--- config.mk ---
export PLATFORM = sky130hd
export DESIGN_NAME = rcp_cordic
export DESIGN_NICKNAME = d
export VERILOG_FILES = /design/src/rtl/core/rcp_pkg.sv /design/src/rtl/core/rcp_cordic.sv
export SDC_FILE = /design/constraint.sdc
export NUM_CORES = 1
export LEC_CHECK = 0
export CAP_MARGIN = 20
export CORE_ASPECT_RATIO = 0.75
export CORE_MARGIN = 3
export CORE_UTILIZATION = 60
export DETAILED_ROUTE_END_ITERATION = 10
export DONT_BUFFER_PORTS = 1
export GPL_TIMING_DRIVEN = 1
export PLACE_DENSITY = 0.86
export SLEW_MARGIN = 30
export SYNTH_ARGS = -nofsm -noshare
export SYNTH_HDL_FRONTEND = slang
export SYNTH_SLANG_ARGS = --single-unit
--- constraint.sdc ---
create_clock -name aclk -period 14.3 [get_ports aclk]
set_input_delay 0.715 -clock aclk [delete_from_list [all_inputs] [get_ports aclk]]
set_output_delay 0.715 -clock aclk [all_outputs]
set_load 0.05 [all_outputs]
--- src/rtl/core/rcp_pkg.sv ---
// Package: types, constants and tables of the speed profile block.
`default_nettype none
package rcp_pkg;
    localparam int CFG_IDX_W = 3;
    localparam int PK_W = 26;
    localparam int CORDIC_Z_W = 34;
    localparam int ATAN_IDX_W = 5;
    localparam int ATAN_COUNT = 24;
    localparam longint PI_Q = 205887;
    localparam longint HALF_PI_Q = 102944;
    localparam longint TWO_PI_Q = 411775;
    localparam longint CORDIC_K_Q30 = 652032875;

    localparam logic [31:0] ATAN_Q30 [ATAN_COUNT] = '{
        32'd843314857, 32'd497837829, 32'd263043837, 32'd133525159, 32'd67021687,
        32'd33543516, 32'd16775851, 32'd8388437, 32'd4194283, 32'd2097149,
        32'd1048576, 32'd524288, 32'd262144, 32'd131072, 32'd65536, 32'd32768,
        32'd16384, 32'd8192, 32'd4096, 32'd2048, 32'd1024, 32'd512, 32'd256, 32'd128
    };

    typedef enum logic [CFG_IDX_W-1:0] {
        REG_TARGET_DISTANCE = 3'd0,
        REG_NOMINAL_SPEED   = 3'd1,
        REG_SPEED_CEILING   = 3'd2,
        REG_SPEED_FLOOR     = 3'd3,
        REG_GAIN_P          = 3'd4,
        REG_GAIN_D          = 3'd5,
        REG_START_POSITION  = 3'd6,
        REG_TICK_PERIOD     = 3'd7
    } cfg_idx_t;

    typedef enum logic [4:0] {
        ST_IDLE, ST_T_GO, ST_T_WAIT, ST_Q_MUL, ST_Q_GO, ST_Q_WAIT, ST_M_GO, ST_M_WAIT,
        ST_C_GO, ST_C_WAIT, ST_FF, ST_REF_MUL, ST_REF_SAT, ST_ERR, ST_PD_P, ST_PD_D,
        ST_SUM, ST_CLAMP, ST_OUT
    } state_t;

    typedef struct packed {
        logic busy;
        logic done;
    } unit_stat_t;
endpackage
`default_nettype wire

--- src/rtl/core/rcp_cordic.sv ---
// Rotation CORDIC, one iteration per cycle, Q1.15 outputs.
`default_nettype none
module rcp_cordic #(
    parameter int TRIG_BITS = 16
) (
    input  logic                                  aclk,
    input  logic                                  aresetn,
    input  logic                                  start,
    input  logic signed [rcp_pkg::CORDIC_Z_W-1:0] z0,
    input  logic                                  neg,
    output rcp_pkg::unit_stat_t                   stat,
    output logic signed [16:0]                    cos_q,
    output logic signed [16:0]                    sin_q
);
    import rcp_pkg::*;
    localparam int XY_W = TRIG_BITS + 3;
    localparam int CNT_W = $clog2(TRIG_BITS + 1);
    localparam longint X0 = (CORDIC_K_Q30 + (longint'(1) << (29 - TRIG_BITS)))
                            >>> (30 - TRIG_BITS);
    localparam int SH = TRIG_BITS - 15;
    localparam int SHR = SH > 0 ? SH : 0;
    localparam int SHL = SH < 0 ? -SH : 0;
    localparam longint RND = SHR > 0 ? (longint'(1) << (SHR - 1)) : 0;

    logic signed [XY_W-1:0] x_reg, y_reg, x_sh, y_sh;
    logic signed [CORDIC_Z_W-1:0] z_reg, atan_s;
    logic [CNT_W-1:0] cnt_reg;
    logic busy_reg, done_reg, neg_reg;

    function automatic logic signed [16:0] to_q15(input logic signed [XY_W-1:0] v,
                                                  input logic ng);
        logic signed [39:0] w;
        w = ng ? -40'(v) : 40'(v);
        w = ((w + 40'(RND)) >>> SHR) <<< SHL;
        if (w > 40'sd32768)
            return 17'sd32768;
        else if (w < -40'sd32768)
            return -17'sd32768;
        else
            return w[16:0];
    endfunction

    assign atan_s = CORDIC_Z_W'(ATAN_Q30[ATAN_IDX_W'(cnt_reg)]);
    assign x_sh = x_reg >>> cnt_reg;
    assign y_sh = y_reg >>> cnt_reg;

    always_ff @(posedge aclk) begin
        if (!aresetn) begin
            busy_reg <= 1'b0;
            done_reg <= 1'b0;
            cnt_reg <= '0;
        end else begin
            done_reg <= 1'b0;
            if (start) begin
                x_reg <= XY_W'(X0);
                y_reg <= '0;
                z_reg <= z0;
                neg_reg <= neg;
                cnt_reg <= '0;
                busy_reg <= 1'b1;
            end else if (busy_reg) begin
                if (z_reg >= 0) begin
                    x_reg <= x_reg - y_sh;
                    y_reg <= y_reg + x_sh;
                    z_reg <= z_reg - atan_s;
                end else begin
                    x_reg <= x_reg + y_sh;
                    y_reg <= y_reg - x_sh;
                    z_reg <= z_reg + atan_s;
                end
                cnt_reg <= cnt_reg + 1'b1;
                if (cnt_reg == CNT_W'(TRIG_BITS - 1)) begin
                    busy_reg <= 1'b0;
                    done_reg <= 1'b1;
                end
            end
        end
    end

    assign stat.busy = busy_reg;
    assign stat.done = done_reg;
    assign cos_q = to_q15(x_reg, neg_reg);
    assign sin_q = to_q15(y_reg, neg_reg);
endmodule
`default_nettype wire

Word level (Yosys, flattened, before mapping)
Memories as Yosys holds them, arrays and structs flattened.
Cells that the tools add are included.
- bits in registers: 80
- bits in latches: 0
- bits in writable memories: 0
- bits in read-only memories: 1024
- bits of input ports: 38
- logic and storage cells: 55
- memories kept: 1
- add/subtract/negate cells: 11
- multiply operators: 0
- div/mod/pow operators: 0
- magnitude comparators: 6
- eq/ne operators: 1
- shift operators: 2
- mux-type cells: 19
- bitwise operators: 3
- reductions and logical operators: 5
- memory list (name ; depth ; bits a word ; read ports ; clocked after Yosys merged registers in ; write ports ; RTL line ; RTL):
    (name not given) ; 32 ; 32 ; 1 ; 0 ; 0 ; rcp_cordic.sv:43 ; assign atan_s = CORDIC_Z_W'(ATAN_Q30[ATAN_IDX_W'(cnt_reg)]);
- operators by type and width (kind ; number):
    34-bit two-way mux ; 3
    40-bit by 2-bit adder with 40-bit output, second input constant ; 2
    40-bit two-way mux ; 2
    19-bit negator with 40-bit output ; 2
    39-bit by 17-bit greater-than comparator with 1-bit output, second input constant ; 2
    39-bit by 16-bit less-than comparator with 1-bit output, second input constant ; 2
    19-bit two-way mux ; 4
    17-bit two-way mux ; 4
    32-bit two-way mux ; 2
    19-bit adder ; 2
    19-bit by 5-bit >>> shifter with 19-bit output ; 2
    19-bit subtractor ; 2
    34-bit by 33-bit adder with 34-bit output ; 1
    34-bit by 1-bit >= comparator with 1-bit output, second input constant ; 1
    34-bit by 33-bit subtractor with 34-bit output ; 1
    6-bit >= comparator, second input constant ; 1
    5-bit NOT with 6-bit output ; 1
    5-bit by 1-bit adder with 5-bit output, second input constant ; 1
    5-bit by 4-bit == test with 1-bit output, second input constant ; 1
    1-bit two-way mux ; 4
    2-bit AND reduction ; 2
    3-bit OR reduction ; 1
    1-bit NOT ; 2
    2-bit nonzero test ; 1
    2-bit OR reduction ; 1

Depth between registers and ports, before layout
- word-level depth: 8
- depth in mapped cells: 26
- depth with buffers taken out: 21

Worst setup path before layout
OpenSTA, ideal clock, no wires.
- kind: register -> register
- start: reg cnt_reg[1]
- end: reg z_reg[33], data pin
- library setup time: 0.257 ns
- arrival: 5.145 ns
- data required time: 14.043 ns
- path slack: 8.897 ns
- cell stages (with the launch flop): 27
- buffers on the path: 5
- clock period less this slack: 5.403 ns
- cells stage by stage: dfxtp_1 -> buf_6 -> buf_12 -> buf_8 -> inv_1 -> ha_1 -> clkbuf_1 -> mux2i_1 -> o22ai_1 -> nand2_1 -> ha_1 -> nand4_1 -> or3_1 -> or3b_1 -> clkbuf_1 -> o31ai_4 -> xor2_1 -> ha_1 -> a21oi_1 -> o21ai_0 -> nor4b_1 -> o211ai_1 -> o211ai_1 -> o21ai_0 -> a211oi_1 -> mux2i_1 -> a21oi_1
- longest elaborated chain between the ends: 8
- elaborated cells between the ends (all ways): 9
- classes of those cells: add/sub: 2; mux: 5; bitwise: 1; memory: 1
- ends and longest elaborated chain (what ; RTL line ; RTL):
    start: declaration ; rcp_cordic.sv:27 ; logic [CNT_W-1:0] cnt_reg;
    start signal: assignment ; rcp_cordic.sv:71 ; cnt_reg <= cnt_reg + 1'b1;
    5-bit NOT with 6-bit output (implied by the code) * ; rcp_cordic.sv:43 ;
    memory 32 x 32 bit * ; -- ;
    32-bit two-way mux (implied by the code) * (2 in a row) ; rcp_cordic.sv:43 ;
    34-bit by 33-bit adder with 34-bit output or 34-bit by 33-bit subtractor with 34-bit output (tied branches) ; rcp_cordic.sv:69, rcp_cordic.sv:65 ;
    34-bit two-way mux * ; rcp_cordic.sv:62 ; if (z_reg >= 0) begin
    34-bit two-way mux * ; rcp_cordic.sv:61 ; end else if (busy_reg) begin
    34-bit two-way mux * ; rcp_cordic.sv:54 ; if (start) begin
    end signal: assignment ; rcp_cordic.sv:57 ; z_reg <= z0;
    end signal: assignment ; rcp_cordic.sv:65 ; z_reg <= z_reg - atan_s;
    end signal: assignment ; rcp_cordic.sv:69 ; z_reg <= z_reg + atan_s;
    end: declaration ; rcp_cordic.sv:26 ; logic signed [CORDIC_Z_W-1:0] z_reg, atan_s;
Every way passes the cells marked *; elsewhere a longest branch is shown, timed or not. The select of a mux whose other input is x is not followed.
A chain may end at the register's enable or synchronous reset.

Final worst setup path
Ends and elaborated chain as after synthesis.

==> impl_results.md <==
- Outcome: finished, final reports clean
- Crit path DAT: between 6000 and 7000 ps
- Initial antenna violation count: 0
- Fin crit share: between 40% and 50%
- Met3 Use GR: between 6 and 7%
- Postcts setup bufs: 0
- Fin Setup TNS: 0 ps
- Latest clock arrival within the worst-skew pair: approximately 360 ps
- Type of the worst setup path: flip-flop to flip-flop
- # rows: 46
- Global routing usage on met2: 43.9%
- Initial core utilization: between 60% and 70%
- WL final: between 30000 and 40000 um
- DRC violations left: 0
- First-pass GRT wire length: 58700 um
- Vias in the first global route: between 10000 and 15000
- Worst reg-to-reg path cell count: 19
- Design Power: 2.13 mW
- CTS Sinks: 80
- Synthesized area per cell: approximately 8 um2
- Hold Path Class: input port to flip-flop
- Hold_buf cts: 0
- Clk_skew: between 10 and 15 ps
- Seq/Total Area, Yosys: 17.8%
- DR WL/cell: ~20 um
- DR pass1 iterations: 6
- Filler Cells Inserted: roughly 1800
- Distinct cells, synth: between 90 and 100
- Multi-input gate area: between 10000 and 15000 um2
- Grt ovf: 0
- Fin nets: 1679
- Via count: 12700
- Max FFs per register: 34
- Share of cells above drive strength 1: 9.07%
- CTS root buf: clkbuf_16
- Synth Flop Type: edfxtp_1
- GP Congestion: just under 1
- Initial DRC count: between 2000 and 2500
- Register area: about 2300 um2
- Worst reg-to-reg setup slack: about 8000 ps
- Most frequent cells in the layout: 211 x nand2_1, 124 x o21ai_0, 122 x nor2_1
- CP Launch Type: flip-flop
- Crit. End Element: flip-flop
- DP Area: 13100 um2
- Max FO, Critical Path: 67
- Hpwl dp: 25900 um
- Total die area: ~24000 um2
- GRT Max-Usage Layer: met1
- Port Buffer Count: 0
- Core Region: 21300 um2
- Mapped Nets: around 1800
- Synth Instances: 1636
- Via density: a little under 7
- Cell Area, Synth: 13100 um2
- Worst-path clk slew: about 70 ps
- Die Y: roughly 130 um
- Final max-slew violation count: 0
- Hold path cells: 0
- H-tree Lvls: 3
- Io pins: 74
- Clk buf depth: 2
- Diodes inserted: 0
- Leakage: 5.18 nW
- Fin util: around 63%
- Met1 Use GR: 44.6%
- Maxcap violations: 0
- Synthesized flop and latch total: 80
- Final hold slack: roughly 450 ps
- Yosys warns: 0
- Post-synth ARST share: 0%
- Final setup fails: 0
- Post-route minimum period: approximately 6300 ps
- Commonest non-fill, non-tap cell in the layout: nand2_1
- FMAX: 158 MHz
- Worst Max-Slew Pin Slew: about 1100 ps
- RSZ-0062 raised after global routing: no
- CTS tree: done
- All-Layer GR Usage: between 20 and 30%
- Chip width: about 180 um
- Final Cell Area: 13500 um2
- CTS buffer count: 9
- Routed Antenna Nets: 0
- PD cells: 157 nW/um2
- Max_slew headroom: between 20% and 30%
- Max IR drop VDD: between 0.1 and 0.15 mV
- CP required: 14420 ps
- Final hold vios: 0
- Area growth syn-to-layout: 2.82%
- Pin count of the biggest net entering global routing: approximately 100
- CTS resizes: 0
- Post-synth EDFFs: between 70 and 80
[cell type report]
class | count | share of cell area, %
inverters | 43 | 1.19
clock inverters | 4 | 0.704
repair buffers | 14 | 0.871
multi-input cells | 1402 | 75.5
flip-flops and latches | 80 | 17.3
clock buffers | 12 | 1.75
well taps | 288 | 2.67
[synth_stat cells (all sizes together), types with 17 or more instances]
| library cell | count | area, um2 |
|---|---|---|
| o31ai | 27 | 226 |
| xor2 | 80 | 701 |
| mux4 | 44 | 1020 |
| nand3 | 49 | 245 |
| a31oi | 22 | 138 |
| a211oi | 17 | 133 |
| nand2 | 211 | 792 |
| nor2b | 27 | 169 |
| xnor2 | 94 | 823 |
| o21ai | 127 | 643 |
| ha | 88 | 1100 |
| nand2b | 28 | 175 |
| inv | 42 | 158 |
| o22ai | 17 | 106 |
| a21oi | 88 | 440 |
| buf | 49 | 298 |
| a21o | 31 | 233 |
| edfxtp | 73 | 2190 |
| clkbuf | 62 | 235 |
| nor3 | 37 | 195 |
| mux2 | 18 | 203 |
| mux2i | 36 | 360 |
| nor2 | 122 | 458 |
[metrics by stage]
stage          instances  setup WS (ps)
3_5_place_dp        1827           8100
3_3_place_gp        1826           8460
5_1_grt             1843           7490
2_1_floorplan       1636           8900
6_report            1843           7980
4_1_cts             1843           8070
[report_power, final]
part | internal [mW] | switching, mW
Combinational | 0.554 | 0.830
Clock | 0.171 | 0.104
Sequential | 0.332 | 0.134
Total | 1.06 | 1.07
[logic make-up after synthesis]
group / Yosys count / share of synthesized area [%]
buffers and inverters: 154 / 5.29
XOR/XNOR: 174 / 11.6
flip-flops: 80 / 17.8
AND/OR/NAND/NOR: 594 / 22.2
AO/OA/AOI/OAI: 445 / 22.3
adder cells (fa/ha/maj): 91 / 8.84
multiplexers: 98 / 12.0
[path summary, 6_finish.rpt]
path,start,to
setup / recovery,cnt_reg[1],z_reg[33]
hold / removal,neg,neg_reg
setup reg to reg,cnt_reg[1],z_reg[33]
hold reg to reg,z_reg[0],z_reg[0]
[worst max-delay path, stage by stage, from the launching register on]
cell,delay (ps)
dfxtp_2,320
buf_4,690
ha_1,370
nor2_1,100
o31ai_1,440
nand4_1,270
or3_1,470
or3b_1,520
o31ai_4,450
xor2_1,210
ha_1,320
a21oi_1,170
o21ai_0,150
nor4b_1,300
o211ai_1,190
o211ai_1,190
o21ai_0,280
a211oi_1,350
mux2i_1,220
a21oi_1,50
[layer usage]
layer | vias to the layer above | part of all wire, %
met1 | 5976 | 43
met4 | 0 | 2.1
met3 | 84 | 12
li1 | 5869 | -
met5 | - | 0
met2 | 786 | 43
(Power assumes the default switching activity.)
