<file path="src/rtl/core/rcp_pkg.sv">
// Package: types, constants and tables of the speed profile block.
`default_nettype none
package rcp_pkg;
    localparam int CFG_IDX_W = 3;
    localparam int PK_W = 26;
    localparam int CORDIC_Z_W = 34;
    localparam int ATAN_IDX_W = 5;
    localparam int ATAN_COUNT = 24;
    localparam longint PI_Q = 205887;
    localparam longint HALF_PI_Q = 102944;
    localparam longint TWO_PI_Q = 411775;
    localparam longint CORDIC_K_Q30 = 652032875;

    localparam logic [31:0] ATAN_Q30 [ATAN_COUNT] = '{
        32'd843314857, 32'd497837829, 32'd263043837, 32'd133525159, 32'd67021687,
        32'd33543516, 32'd16775851, 32'd8388437, 32'd4194283, 32'd2097149,
        32'd1048576, 32'd524288, 32'd262144, 32'd131072, 32'd65536, 32'd32768,
        32'd16384, 32'd8192, 32'd4096, 32'd2048, 32'd1024, 32'd512, 32'd256, 32'd128
    };

    typedef enum logic [CFG_IDX_W-1:0] {
        REG_TARGET_DISTANCE = 3'd0,
        REG_NOMINAL_SPEED   = 3'd1,
        REG_SPEED_CEILING   = 3'd2,
        REG_SPEED_FLOOR     = 3'd3,
        REG_GAIN_P          = 3'd4,
        REG_GAIN_D          = 3'd5,
        REG_START_POSITION  = 3'd6,
        REG_TICK_PERIOD     = 3'd7
    } cfg_idx_t;

    typedef enum logic [4:0] {
        ST_IDLE, ST_T_GO, ST_T_WAIT, ST_Q_MUL, ST_Q_GO, ST_Q_WAIT, ST_M_GO, ST_M_WAIT,
        ST_C_GO, ST_C_WAIT, ST_FF, ST_REF_MUL, ST_REF_SAT, ST_ERR, ST_PD_P, ST_PD_D,
        ST_SUM, ST_CLAMP, ST_OUT
    } state_t;

    typedef struct packed {
        logic busy;
        logic done;
    } unit_stat_t;
endpackage
`default_nettype wire

</file>
<file path="src/rtl/core/rcp_div.sv">
// Restoring divider, one quotient bit per cycle.
`default_nettype none
module rcp_div #(
    parameter int N_W = 42,
    parameter int D_W = 32
) (
    input  logic                aclk,
    input  logic                aresetn,
    input  logic                start,
    input  logic [N_W-1:0]      dividend,
    input  logic [D_W-1:0]      divisor,
    output rcp_pkg::unit_stat_t stat,
    output logic [N_W-1:0]      quotient
);
    import rcp_pkg::*;
    localparam int CNT_W = $clog2(N_W + 1);

    logic [N_W-1:0] quo_reg;
    logic [D_W-1:0] rem_reg;
    logic [D_W-1:0] dvs_reg;
    logic [CNT_W-1:0] cnt_reg;
    logic busy_reg, done_reg;
    logic [D_W:0] trial;
    logic [D_W:0] diff;
    logic take;

    assign trial = {rem_reg, quo_reg[N_W-1]};
    assign diff = trial - {1'b0, dvs_reg};
    assign take = trial >= {1'b0, dvs_reg};

    always_ff @(posedge aclk) begin
        if (!aresetn) begin
            busy_reg <= 1'b0;
            done_reg <= 1'b0;
            cnt_reg <= '0;
        end else begin
            done_reg <= 1'b0;
            if (start) begin
                quo_reg <= dividend;
                rem_reg <= '0;
                dvs_reg <= divisor;
                cnt_reg <= '0;
                busy_reg <= 1'b1;
            end else if (busy_reg) begin
                rem_reg <= take ? diff[D_W-1:0] : trial[D_W-1:0];
                quo_reg <= {quo_reg[N_W-2:0], take};
                cnt_reg <= cnt_reg + 1'b1;
                if (cnt_reg == CNT_W'(N_W - 1)) begin
                    busy_reg <= 1'b0;
                    done_reg <= 1'b1;
                end
            end
        end
    end

    assign stat.busy = busy_reg;
    assign stat.done = done_reg;
    assign quotient = quo_reg;
endmodule
`default_nettype wire

</file>
<file path="config.mk">
export PLATFORM = sky130hd
export DESIGN_NAME = rcp_div
export DESIGN_NICKNAME = d
export VERILOG_FILES = /design/src/rtl/core/rcp_pkg.sv /design/src/rtl/core/rcp_div.sv
export SDC_FILE = /design/constraint.sdc
export NUM_CORES = 1
export LEC_CHECK = 0
export ABC_AREA = 0
export BUFFER_PORTS_ARGS = -buffer_cell sky130_fd_sc_hd__buf_4
export CAP_MARGIN = 5
export CORE_UTILIZATION = 49
export DETAILED_ROUTE_END_ITERATION = 12
export PLACE_DENSITY = 0.72
export RECOVER_POWER = 50
export SETUP_SLACK_MARGIN = 0.2
export SYNTH_ARGS = -nofsm -noshare
export SYNTH_HDL_FRONTEND = slang
export SYNTH_SLANG_ARGS = --single-unit
</file>
<file path="constraint.sdc">
create_clock -name aclk -period 3.8 [get_ports aclk]
set_input_delay 0.38 -clock aclk [delete_from_list [all_inputs] [get_ports aclk]]
set_output_delay 0.38 -clock aclk [all_outputs]
set_load 0.01 [all_outputs]
</file>
=== After elaboration in Yosys (flattened, before gate mapping) ===
Cells that the tools add are included.

* Reduce and logical (&&, ||, !) cells: 5
* Add/sub/neg operators: 2
* Muxes and demuxes: 8
* Bitwise operators: 2
* $lt $le $gt $ge: 1
* Eq/ne operators: 1

{| class="wikitable"
|+ Operator list
! cell !! number
|-
| two-way mux 42 bit || 2
|-
| two-way mux 32 bit || 2
|-
| greater-or-equal comparator 33 x 32 -> 1 bit || 1
|-
| subtractor 32 bit || 1
|-
| adder 6 x 1 -> 6 bit, second input constant || 1
|-
| equality test 6 bit, second input constant || 1
|-
| two-way mux 1 bit || 4
|-
| AND reduction 2 bit || 2
|-
| OR reduction 3 bit || 1
|-
| NOT 1 bit || 2
|-
| nonzero test 2 bit || 1
|-
| OR reduction 2 bit || 1
|}

* Word-level logic and storage cells: 25
* Flip-flop bits (word level): 114
* Output and inout bits: 44

=== Longest topological paths before layout ===
Gate-level depths: netlist of run 1.

* Word-level depth: 4
* Depth in mapped cells: 13
* Depth with buffers taken out: 12

=== Least setup slack after synthesis of run 1 ===
OpenSTA, ideal clock, no wires.

* Path type: input -> register
* Start: input port start
* End: register quo_reg[0] (netlist: quotient[0]), enable pin
* Cell stages on the path: 2
* Arrival: 2.342 ns
* Setup time: 0.438 ns
* Buffers on the path: 1
* Slack: 1.019 ns
* Cell sequence: clkbuf_1 > o21a_1

* Longest elaborated chain between the ends: 2

{| class="wikitable"
|+ RTL lines
! element !! RTL line !! RTL
|-
| from (decl) || rcp_div.sv:9 || <nowiki>input logic start,</nowiki>
|-
| nonzero test 2 bit (no source line) || n/a ||
|-
| AND reduction 2 bit (no source line) || n/a ||
|-
| to (signal assigned) || rcp_div.sv:39 || <nowiki>quo_reg <= dividend;</nowiki>
|-
| to (signal assigned) || rcp_div.sv:46 || <nowiki>quo_reg <= {quo_reg[N_W-2:0], take};</nowiki>
|-
| to (decl) || rcp_div.sv:18 || <nowiki>logic [N_W-1:0] quo_reg;</nowiki>
|}

No other way between the ends.
A chain may end at the register's enable or synchronous reset.

=== Worst setup path after layout of run 1 ===
* Start: register rem_reg[23]
* End: register rem_reg[31] (data pin)

* Longest elaborated chain between the ends: 3

{| class="wikitable"
|+ RTL lines
! element !! RTL line !! RTL
|-
| from (decl) || rcp_div.sv:19 || <nowiki>logic [D_W-1:0] rem_reg;</nowiki>
|-
| from (signal assigned) || rcp_div.sv:45 || <nowiki>rem_reg <= take ? diff[D_W-1:0] : trial[D_W-1:0];</nowiki>
|-
| subtractor 32 bit / greater-or-equal comparator 33 x 32 -> 1 bit (equally long branches) || rcp_div.sv:28, rcp_div.sv:29 ||
|-
| two-way mux 32 bit * || rcp_div.sv:45 ||
|-
| two-way mux 32 bit * || rcp_div.sv:44 || <nowiki>end else if (busy_reg) begin</nowiki>
|}

Every way passes the cells marked *; elsewhere a longest branch is shown, timed or not. The select of a mux whose other input is x is not followed.

==> run summary, run 1 <==
clk sink count = 114
worst min-delay path class = primary input to flip-flop
Peak VDD IR = 0.325 mV
clock power share = 0.375
Post-synth EDFFs = 106
met1 WL = 6150 um
Switching Share = 0.304
register share of total power = 0.376
internal cell power = 2890 uW
status = finished, violations left
Critical Path End Type = flip-flop
Layout Nets = 807
Finished Layout Cells = 880
Worst Path Buf+Inv = 1
routed len/inst = 16.8 um
CP Class = flip-flop to flip-flop
Seq/Total Area, Yosys = 0.509
Mean Syn Cell Area = 11.4 sq um
CP top delay family = compound AO/OA/AOI/OAI gates
chip width = 118 um
first-pass GRT wire length = 24400 um
largest net degree at the start of global routing = 57
max_cap viols = 1
Comb power frac = 0.249
area of the multi-input gates = 2910 sq um
placed insts = 848
Worst setup SP type = flip-flop
leakage power total = 0.00323 uW
CTS Buf Count = 17
Tot GR Track Use = 0.225
routed wl met2 = 7070 um
slowest stage delay, CP = 720 ps
Synth cell types = 63
first-pass iteration count of the detailed router = 5
length of routed met3 wiring = 1340 um
Syn Nets = 686
Synth area leader = edfxtp_1
Final Critical Period = 3350 ps
final worst setup slack = 453 ps
Hold Slack = 145 ps
number of setup buffers added after CTS = 0
Arr. time, crit path = 3610 ps
H-tree depth = 4
Skew-Pair Late Insertion Delay = 430 ps
Starting DRT DRC Count = 215
initial antenna violation count = 0
num rows = 41
Max Fanout on Critical Path = 26
slew margin rel. = -0.126
period utilization = 0.881
Power Total = 4160 uW
cts hold-fix bufs = 0
die area = 13900 sq um
gr ovfl total = 0
Final Setup Violations = 0
# diodes = 0
Most used DFF post-synth = edfxtp_1
CORE AREA = 12800 sq um
Post-DRT Antenna Nets = 0
Placer Congestion = 0.865
Net Sw Power = 1260 uW
f_max = 299 MHz
Slowest-stage cell, CP = nor2_4
Seq cells post-synth = 114
fraction of layout cells with a size suffix above 1 = 0.253
Hold Fails Final Rpt = 0
total routed wirelength = 14800 um
number of global-route vias before repair = 5001
RSZ-0062 raised after global routing = false
Die Span Y = 118 um
Max Used Layer = met4
clock slew seen by the registers of the worst setup and hold paths = 60 ps
clock buffer depth = 2
mapped cell area = 6560 sq um
top post-synthesis cells by area = edfxtp_1 (49%), mux2_2 (7.4%), ha_1 (6.5%)
DRC errors left = 0
max reg flops = 42
starting density of the core = 0.512
clk root buf = clkbuf_16
worst-margin pin slew = 1690 ps
I/O pin cnt = 121
filler cell count = 1101
IO Port Bufs = 120
pwr dens = 519 nW/um^2
synth-to-layout area growth = 22.1%
Reg area = 3340 sq um
post-cts resize count = 0
Setup TNS = 0 ps
Synth Instances = 574
post-DP HPWL = 10600 um
Most common cell on crit path = o21a_1
Vias = 4844
CTS tree = built
Vias/cell = 5.50
failing checks = max-capacitance violations, max-slew violations
ys async rst share = 0
Worst Clk Skew = 12.7 ps
Yosys top cell area share = 0.485
worst-path cell chain = ha_1, nand2_2, o21a_1, o21a_1, a31oi_1, a21oi_4, nor2_4, buf_4, nand3b_1, o221ai_1
worst endpoint required time = 4060 ps
final max-slew violation count = 34
Yosys warnings = 0
Place WS = 482 ps
cells in the mapped netlist (7+ instances only):
library cell  instances
nand2_1              39
o21ai_0              24
ha_1                 34
mux2i_1              12
nand3_1              15
xor2_1               12
clkbuf_1             11
mux2_2               43
edfxtp_1            106
nand4_1               7
nor2_1               34
a21o_1               16
xnor2_1              18
inv_1                43
a31oi_1               8
dfxtp_1               8
a21oi_1              40
worst paths after layout:
path | from | cells past startpoint | slack [ps] | endpoint
worst max-delay path | rem_reg[23] | 10 | 450 | rem_reg[31]
worst min-delay path | divisor[31] | 1 | 140 | dvs_reg[31]
worst max register to register | rem_reg[23] | 10 | 450 | rem_reg[31]
worst min register to register | cnt_reg[5] | 2 | 510 | cnt_reg[5]
metrics by stage:
step	util	instance area (sq um)
2_1_floorplan	-	6560
3_3_place_gp	0.592	7590
3_5_place_dp	0.592	7590
4_1_cts	0.638	8180
5_1_grt	0.625	8010
6_report	0.625	8010
power by group through the flow:
| stage | combinational [uW] | clock, uW | sequential, uW |
|---|---|---|---|
| 2_1_floorplan | 787 | 0 | 1590 |
| 3_3_place_gp | 1030 | 0 | 1580 |
| 3_5_place_dp | 1050 | 0 | 1590 |
| 4_1_cts | 1060 | 1580 | 1560 |
| 5_1_grt | 1150 | 1640 | 1570 |
| 6_report | 1030 | 1560 | 1560 |
logic make-up (layout without fill, tap and decap cells):
group           Yosys count  after routing  share of synthesized area
xor+xnor                 30             30                     0.0400
mux                      55             55                     0.0921
fa+ha+maj                35             35                     0.0679
compound gates          134            134                      0.138
flops                   114            114                      0.509
buf+inv                  67            201                     0.0465
simple gates            139            139                      0.106
final cells by class:
class	count	area share
Timing Repair Buffer	126	0.0987
Clock inverter	12	0.0120
Clock buffer	20	0.0611
Sequential cell	114	0.417
Inverter	43	0.0201
Tap cell	172	0.0269
Multi-Input combinational cell	393	0.364
layout by cell type, fill, tap and decap left out, types with 3 or more instances in the layout:
master and count:
a211oi_1 3, a211oi_2 5, a21o_1 16, a21oi_1 40, a21oi_2 3, a31oi_1 8, and3_1 5, buf_4 48
clkbuf_1 44, clkbuf_16 19, clkbuf_4 32, clkinv_4 4, clkinvlp_4 4, dfxtp_1 8, edfxtp_1 106, ha_1 34
inv_1 43, inv_6 3, mux2_2 43, mux2i_1 12, nand2_1 39, nand2b_1 6, nand3_1 15, nand3b_1 5
nand4_1 7, nor2_1 34, nor2_2 5, nor2b_1 5, nor3_1 5, nor3b_1 3, o21a_1 6, o21ai_0 24
o21bai_1 6, xnor2_1 18, xor2_1 12
per-layer routing:
layer	GRT usage	up-vias
met5	0	-
met4	0.0825	0
met3	0.0998	21
met2	0.362	173
met1	0.266	2298
li1	-	2352
No activity file was read; power rests on OpenSTA's default activity.
==> run 2, diff against run 1 <==
--- a/config.mk
+++ b/config.mk
@@ -11,7 +11,7 @@
 export CORE_UTILIZATION = 49
 export DETAILED_ROUTE_END_ITERATION = 12
 export PLACE_DENSITY = 0.72
-export RECOVER_POWER = 50
+export RECOVER_POWER = 25
 export SETUP_SLACK_MARGIN = 0.2
 export SYNTH_ARGS = -nofsm -noshare
 export SYNTH_HDL_FRONTEND = slang
==> run 2 against run 1 <==
The run still ends with max-capacitance violations, max-slew violations left. Via count barely moved. Cell area up 2.0%. Non-clock buffer count unchanged. First-iteration DRC count up 17%. Sequential share of layout area shrank 0.82 points. Sequential power is essentially flat. Count of clock-buffer cells in the layout is the same. Fmax down 0.42%. Register-to-register slack barely moved. Clock power about the same. Power grew 0.62%. Critical path type unchanged. Critical endpoint unchanged. Highest routed layer unchanged.
==> run summary, run 2 (synthesized netlist as in run 1, its figures left out) <==
status = finished, violations left (unchanged)
failing checks = max-capacitance violations, max-slew violations (unchanged)
pwr dens = 512 nW/um^2 (was 519 nW/um^2)
slew margin rel. = -0.140 (was -0.126)
post-cts resize count = 0 (unchanged)
Vias/cell = 5.50 (about the same)
Critical Path End Type = flip-flop (unchanged)
Worst Clk Skew = 12.5 ps (was 12.7 ps)
Worst setup SP type = flip-flop (unchanged)
Final Critical Period = 3360 ps (was 3350 ps)
Layout Nets = 807 (unchanged)
H-tree depth = 4 (unchanged)
period utilization = 0.885 (was 0.881)
f_max = 297 MHz (was 299 MHz)
RSZ-0062 raised after global routing = false (unchanged)
commonest non-fill, non-tap cell in the layout = edfxtp_1 (unchanged)
Place WS = 482 ps (unchanged)
synth-to-layout area growth = 24.5% (was 22.1%)
# diodes = 0 (unchanged)
worst endpoint required time = 4060 ps (about the same)
fraction of layout cells with a size suffix above 1 = 0.314 (was 0.253)
number of setup buffers added after CTS = 0 (unchanged)
Post-DRT Antenna Nets = 0 (unchanged)
CP Class = flip-flop to flip-flop (unchanged)
area of the multi-input gates = 2920 sq um (was 2910 sq um)
num rows = 41 (unchanged)
most frequent cells in the layout = edfxtp_1 (106), buf_4 (91), inv_1 (43), mux2_2 (43), a21oi_1 (40) (was edfxtp_1 (106), buf_4 (48), clkbuf_1 (44))
first-pass GRT wire length = 24400 um (unchanged)
clk sink count = 114 (unchanged)
Final Setup Violations = 0 (unchanged)
final worst setup slack = 439 ps (was 453 ps)
DRC errors left = 0 (unchanged)
I/O pin cnt = 121 (unchanged)
largest net degree at the start of global routing = 57 (unchanged)
Max Fanout on Critical Path = 26 (unchanged)
Peak VDD IR = 0.331 mV (was 0.325 mV)
initial antenna violation count = 0 (unchanged)
Setup TNS = 0 ps (unchanged)
filler cell count = 1045 (was 1101)
final max-slew violation count = 34 (unchanged)
clock slew seen by the registers of the worst setup and hold paths = 60 ps (about the same)
max reg flops = 42 (unchanged)
Tot GR Track Use = 0.225 (unchanged)
clock buffer depth = 2 (unchanged)
IO Port Bufs = 120 (unchanged)
CP top delay family = compound AO/OA/AOI/OAI gates (unchanged)
Reg area = 3340 sq um (unchanged)
worst-path cell chain = ha_1, nand2_2, o21a_1, o21a_1, a31oi_1, a21oi_4, nor2_4, buf_4, nand3b_1, o221ai_1 (unchanged)
Placer Congestion = 0.865 (unchanged)
Arr. time, crit path = 3620 ps (was 3610 ps)
gr ovfl total = 0 (unchanged)
number of global-route vias before repair = 5001 (unchanged)
Vias = 4843 (was 4844)
leakage power total = 0.00339 uW (was 0.00323 uW)
CTS tree = built (unchanged)
die area = 13900 sq um (unchanged)
Slowest-stage cell, CP = nor2_4 (unchanged)
Skew-Pair Late Insertion Delay = 430 ps (about the same)
first-pass iteration count of the detailed router = 4 (was 5)
Worst Path Buf+Inv = 1 (unchanged)
routed len/inst = 16.9 um (was 16.8 um)
max_cap viols = 1 (unchanged)
post-DP HPWL = 10600 um (unchanged)
starting density of the core = 0.512 (unchanged)
clk root buf = clkbuf_16 (unchanged)
slowest stage delay, CP = 720 ps (about the same)
Starting DRT DRC Count = 251 (was 215)
worst-margin pin slew = 1710 ps (was 1690 ps)
total routed wirelength = 14900 um (was 14800 um)
chip width = 118 um (unchanged)
Hold Fails Final Rpt = 0 (unchanged)
CORE AREA = 12800 sq um (unchanged)
Most common cell on crit path = o21a_1 (unchanged)
worst min-delay path class = primary input to flip-flop (unchanged)
CTS Buf Count = 17 (unchanged)
cts hold-fix bufs = 0 (unchanged)
Die Span Y = 118 um (unchanged)
[run 2: cell types whose count changed in the layout (fill, tap and decap cells not counted), sizes merged]
cell    before  now
buf         49   92
clkbuf      97   54
[run 2: cell type report]
class | count | share of cell area
Sequential cell | 114 | 0.409
Multi-Input combinational cell | 393 | 0.357
Timing Repair Buffer | 126 | 0.116
Clock buffer | 20 | 0.0599
Tap cell | 172 | 0.0263
Inverter | 43 | 0.0198
Clock inverter | 12 | 0.0118
[run 2: power by group]
part           total, uW  leakage, uW  switching [uW]  internal, uW
Clock               1560     0.000276             626           936
Combinational       1060      0.00203             589           470
Sequential          1560      0.00108            53.2          1510
Total               4180      0.00339            1270          2910
[run 2: stage by stage]
stage / std cells / power (uW) / util / instance area (sq um) / hold WS, ps
final: 880 / 4180 / 0.637 / 8170 / 146
after global routing: 880 / 4380 / 0.637 / 8170 / 127
after CTS: 880 / 4200 / 0.638 / 8180 / 115
after detailed placement: 848 / 2640 / 0.592 / 7590 / 512
after global placement: 848 / 2610 / 0.592 / 7590 / 470
after floorplan: 574 / 2370 / - / 6560 / 458
[run 2: worst paths after layout]
check | from | end | slack, ps | cells after the start
worst max-delay path | rem_reg[23] | rem_reg[31] | 440 | 10
worst min-delay path | divisor[31] | dvs_reg[31] | 150 | 1
worst max register to register | rem_reg[23] | rem_reg[31] | 440 | 10
worst min register to register | cnt_reg[5] | cnt_reg[5] | 510 | 2
[run 2: metal layers]
metal	track usage	wire length, um
met1	0.266	6310
met4	0.0825	231
met3	0.0998	1330
met5	0	0
met2	0.362	7040
==> run 3, diff against run 2 <==
==> constraint.sdc (replaced) <==
create_clock -name aclk -period 3.3 [get_ports aclk]
set_input_delay 0.33 -clock aclk [delete_from_list [all_inputs] [get_ports aclk]]
set_output_delay 0.33 -clock aclk [all_outputs]
set_load 0.01 [all_outputs]
==> run 3 against run 2 <==
Combinational power increased by 16%. The run still ends with max-capacitance violations, max-slew violations left. First-iteration DRC count increased by 27%. Highest routed layer unchanged. Cell area grew 0.55%. Routed wire length down 1.7%. Cell count is 0.23% higher. Fmax up 14%. Largest power group is now the clock network.
==> run summary, run 3 (synthesized netlist as in run 1, its figures left out) <==
CP startpoint = quotient[41] (was rem_reg[23])
Slowest-stage cell, CP = fa_1 (was nor2_4)
clk root buf = clkbuf_16 (unchanged)
CP Class = flip-flop to flip-flop (unchanged)
CTS tree = built (unchanged)
post-DP HPWL = 10500 um (was 10600 um)
Worst Clk Skew = 10.5 ps (was 12.5 ps)
leakage power total = 0.00342 uW (was 0.00339 uW)
hold path start = divisor[31] (unchanged)
Setup TNS = 0 ps (unchanged)
CP top delay family = compound AO/OA/AOI/OAI gates (unchanged)
# diodes = 0 (unchanged)
max_cap viols = 1 (unchanged)
chip width = 118 um (unchanged)
Post-DRT Antenna Nets = 0 (unchanged)
gr ovfl total = 0 (unchanged)
most frequent cells in the layout = edfxtp_1 (106), buf_4 (94), inv_1 (43), mux2_2 (43), a21oi_1 (40) (was edfxtp_1 (106), buf_4 (91), inv_1 (43), mux2_2 (43), a21oi_1 (40))
DRC errors left = 0 (unchanged)
Critical Path End Type = flip-flop (unchanged)
Die Span Y = 118 um (unchanged)
first-pass GRT wire length = 24300 um (was 24400 um)
period utilization = 0.893 (was 0.885)
Most common cell on crit path = a21oi_1 (was o21a_1)
Worst Hold Endpoint = dvs_reg[31] (unchanged)
CTS Buf Count = 17 (unchanged)
Reg2Reg Depth = 12 (was 10)
slowest stage delay, CP = 410 ps (was 720 ps)
RSZ-0062 raised after global routing = false (unchanged)
capture point of the worst reg-to-reg path = rem_reg[28] (was rem_reg[31])
Final Setup Violations = 0 (unchanged)
Arr. time, crit path = 3090 ps (was 3620 ps)
failing checks = max-capacitance violations, max-slew violations (unchanged)
Vias = 4874 (was 4843)
Layout Nets = 809 (was 807)
die area = 13900 sq um (unchanged)
RR Startpoint = quotient[41] (was rem_reg[23])
clk sink count = 114 (unchanged)
initial antenna violation count = 0 (unchanged)
worst-path cell chain = inv_1, ha_1, fa_1, nor2b_1, o21bai_1, a21oi_1, o211ai_1, nand3_1, nand4_1, mux2_2, o21ai_1, a21oi_1 (was ha_1, nand2_2, o21a_1, o21a_1, a31oi_1, a21oi_4, nor2_4, buf_4, nand3b_1, o221ai_1)
critical path depth in cells = 12 (was 10)
fraction of layout cells with a size suffix above 1 = 0.313 (was 0.314)
IO Port Bufs = 120 (unchanged)
status = finished, violations left (unchanged)
clock slew seen by the registers of the worst setup and hold paths = 60 ps (about the same)
flop-to-flop setup slack = 350 ps (was 440 ps)
Hold Fails Final Rpt = 0 (unchanged)
routed len/inst = 16.6 um (was 16.9 um)
worst-margin pin slew = 1790 ps (was 1710 ps)
H-tree depth = 4 (unchanged)
Peak VDD IR = 0.494 mV (was 0.331 mV)
max reg flops = 42 (unchanged)
clock buffer depth = 2 (unchanged)
I/O pin cnt = 121 (unchanged)
Placer Congestion = 0.855 (was 0.865)
Final Critical Period = 2950 ps (was 3360 ps)
synth-to-layout area growth = 25.2% (was 24.5%)
Finished Layout Cells = 882 (was 880)
largest net degree at the start of global routing = 49 (was 57)
number of global-route vias before repair = 5103 (was 5001)
num rows = 41 (unchanged)
placed insts = 850 (was 848)
Tot GR Track Use = 0.221 (was 0.225)
f_max = 339 MHz (was 297 MHz)
Worst Path Buf+Inv = 1 (unchanged)
slew margin rel. = -0.192 (was -0.140)
commonest non-fill, non-tap cell in the layout = edfxtp_1 (unchanged)
starting density of the core = 0.512 (unchanged)
CORE AREA = 12800 sq um (unchanged)
pwr dens = 604 nW/um^2 (was 512 nW/um^2)
Max Fanout on Critical Path = 5 (was 26)
first-pass iteration count of the detailed router = 4 (unchanged)
Skew-Pair Late Insertion Delay = 420 ps (was 430 ps)
worst min-delay path class = primary input to flip-flop (unchanged)
Worst setup SP type = flip-flop (unchanged)
total routed wirelength = 14700 um (was 14900 um)
Vias/cell = 5.53 (was 5.50)
worst hold stages = 1 (unchanged)
worst endpoint required time = 3450 ps (was 4060 ps)
final max-slew violation count = 36 (was 34)
Starting DRT DRC Count = 318 (was 251)
[run 3: cell count changes in the layout (fill, tap and decap cells not counted), moves of 2 or more]
cell / delta
buf_4: +3
bufinv_16: +4
clkbuf_16: -2
clkinv_1: +2
clkinv_2: +3
clkinvlp_4: -3
inv_6: -2
[run 3: repair_timing]
item | CTS | global route
buffers inserted | 0 | 0
resized for setup | 0 | 1
setup endpoints to repair | 0 | 3
hold buffers | 0 | 0
[run 3: layout make-up]
class | count | area, sq um
fill | 1003 | 4610
sequential | 114 | 3340
multi-input combinational | 393 | 2920
timing repair buffer | 128 | 966
clock buffer | 17 | 425
tap | 172 | 215
clock inverter | 15 | 190
inverter | 43 | 161
[run 3: power breakdown]
| part | internal (uW) | switching (uW) |
|---|---|---|
| Combinational | 552 | 679 |
| Clock | 1260 | 675 |
| Sequential | 1740 | 61.6 |
| Total | 3550 | 1410 |
[run 3: how the worst max path moves through the flow]
stage                  endpoint  slack [ps]
floorplan           quotient[0]         550
global placement    rem_reg[28]         490
detailed placement  rem_reg[28]         400
CTS                 rem_reg[27]         350
global route        rem_reg[28]         220
finish              rem_reg[28]         350
[run 3: layer usage]
metal	vias up	global-route usage	share of wire
li1	2356	-	-
met1	2328	0.260	0.42
met2	170	0.373	0.48
met3	20	0.0877	0.083
met4	0	0.0585	0.012
met5	-	0	0
[run 3: stage by stage]
stage	setup slack [ps]	hold WS, ps	instance area (sq um)	utilization	power [uW]
after floorplan	554	429	6560	-	2730
after CTS	345	77.4	8220	0.641	4990
after detailed placement	404	506	7610	0.593	3050
after global routing	215	95.3	8220	0.641	5190
after global placement	486	469	7610	0.593	3020
final	354	114	8220	0.641	4960
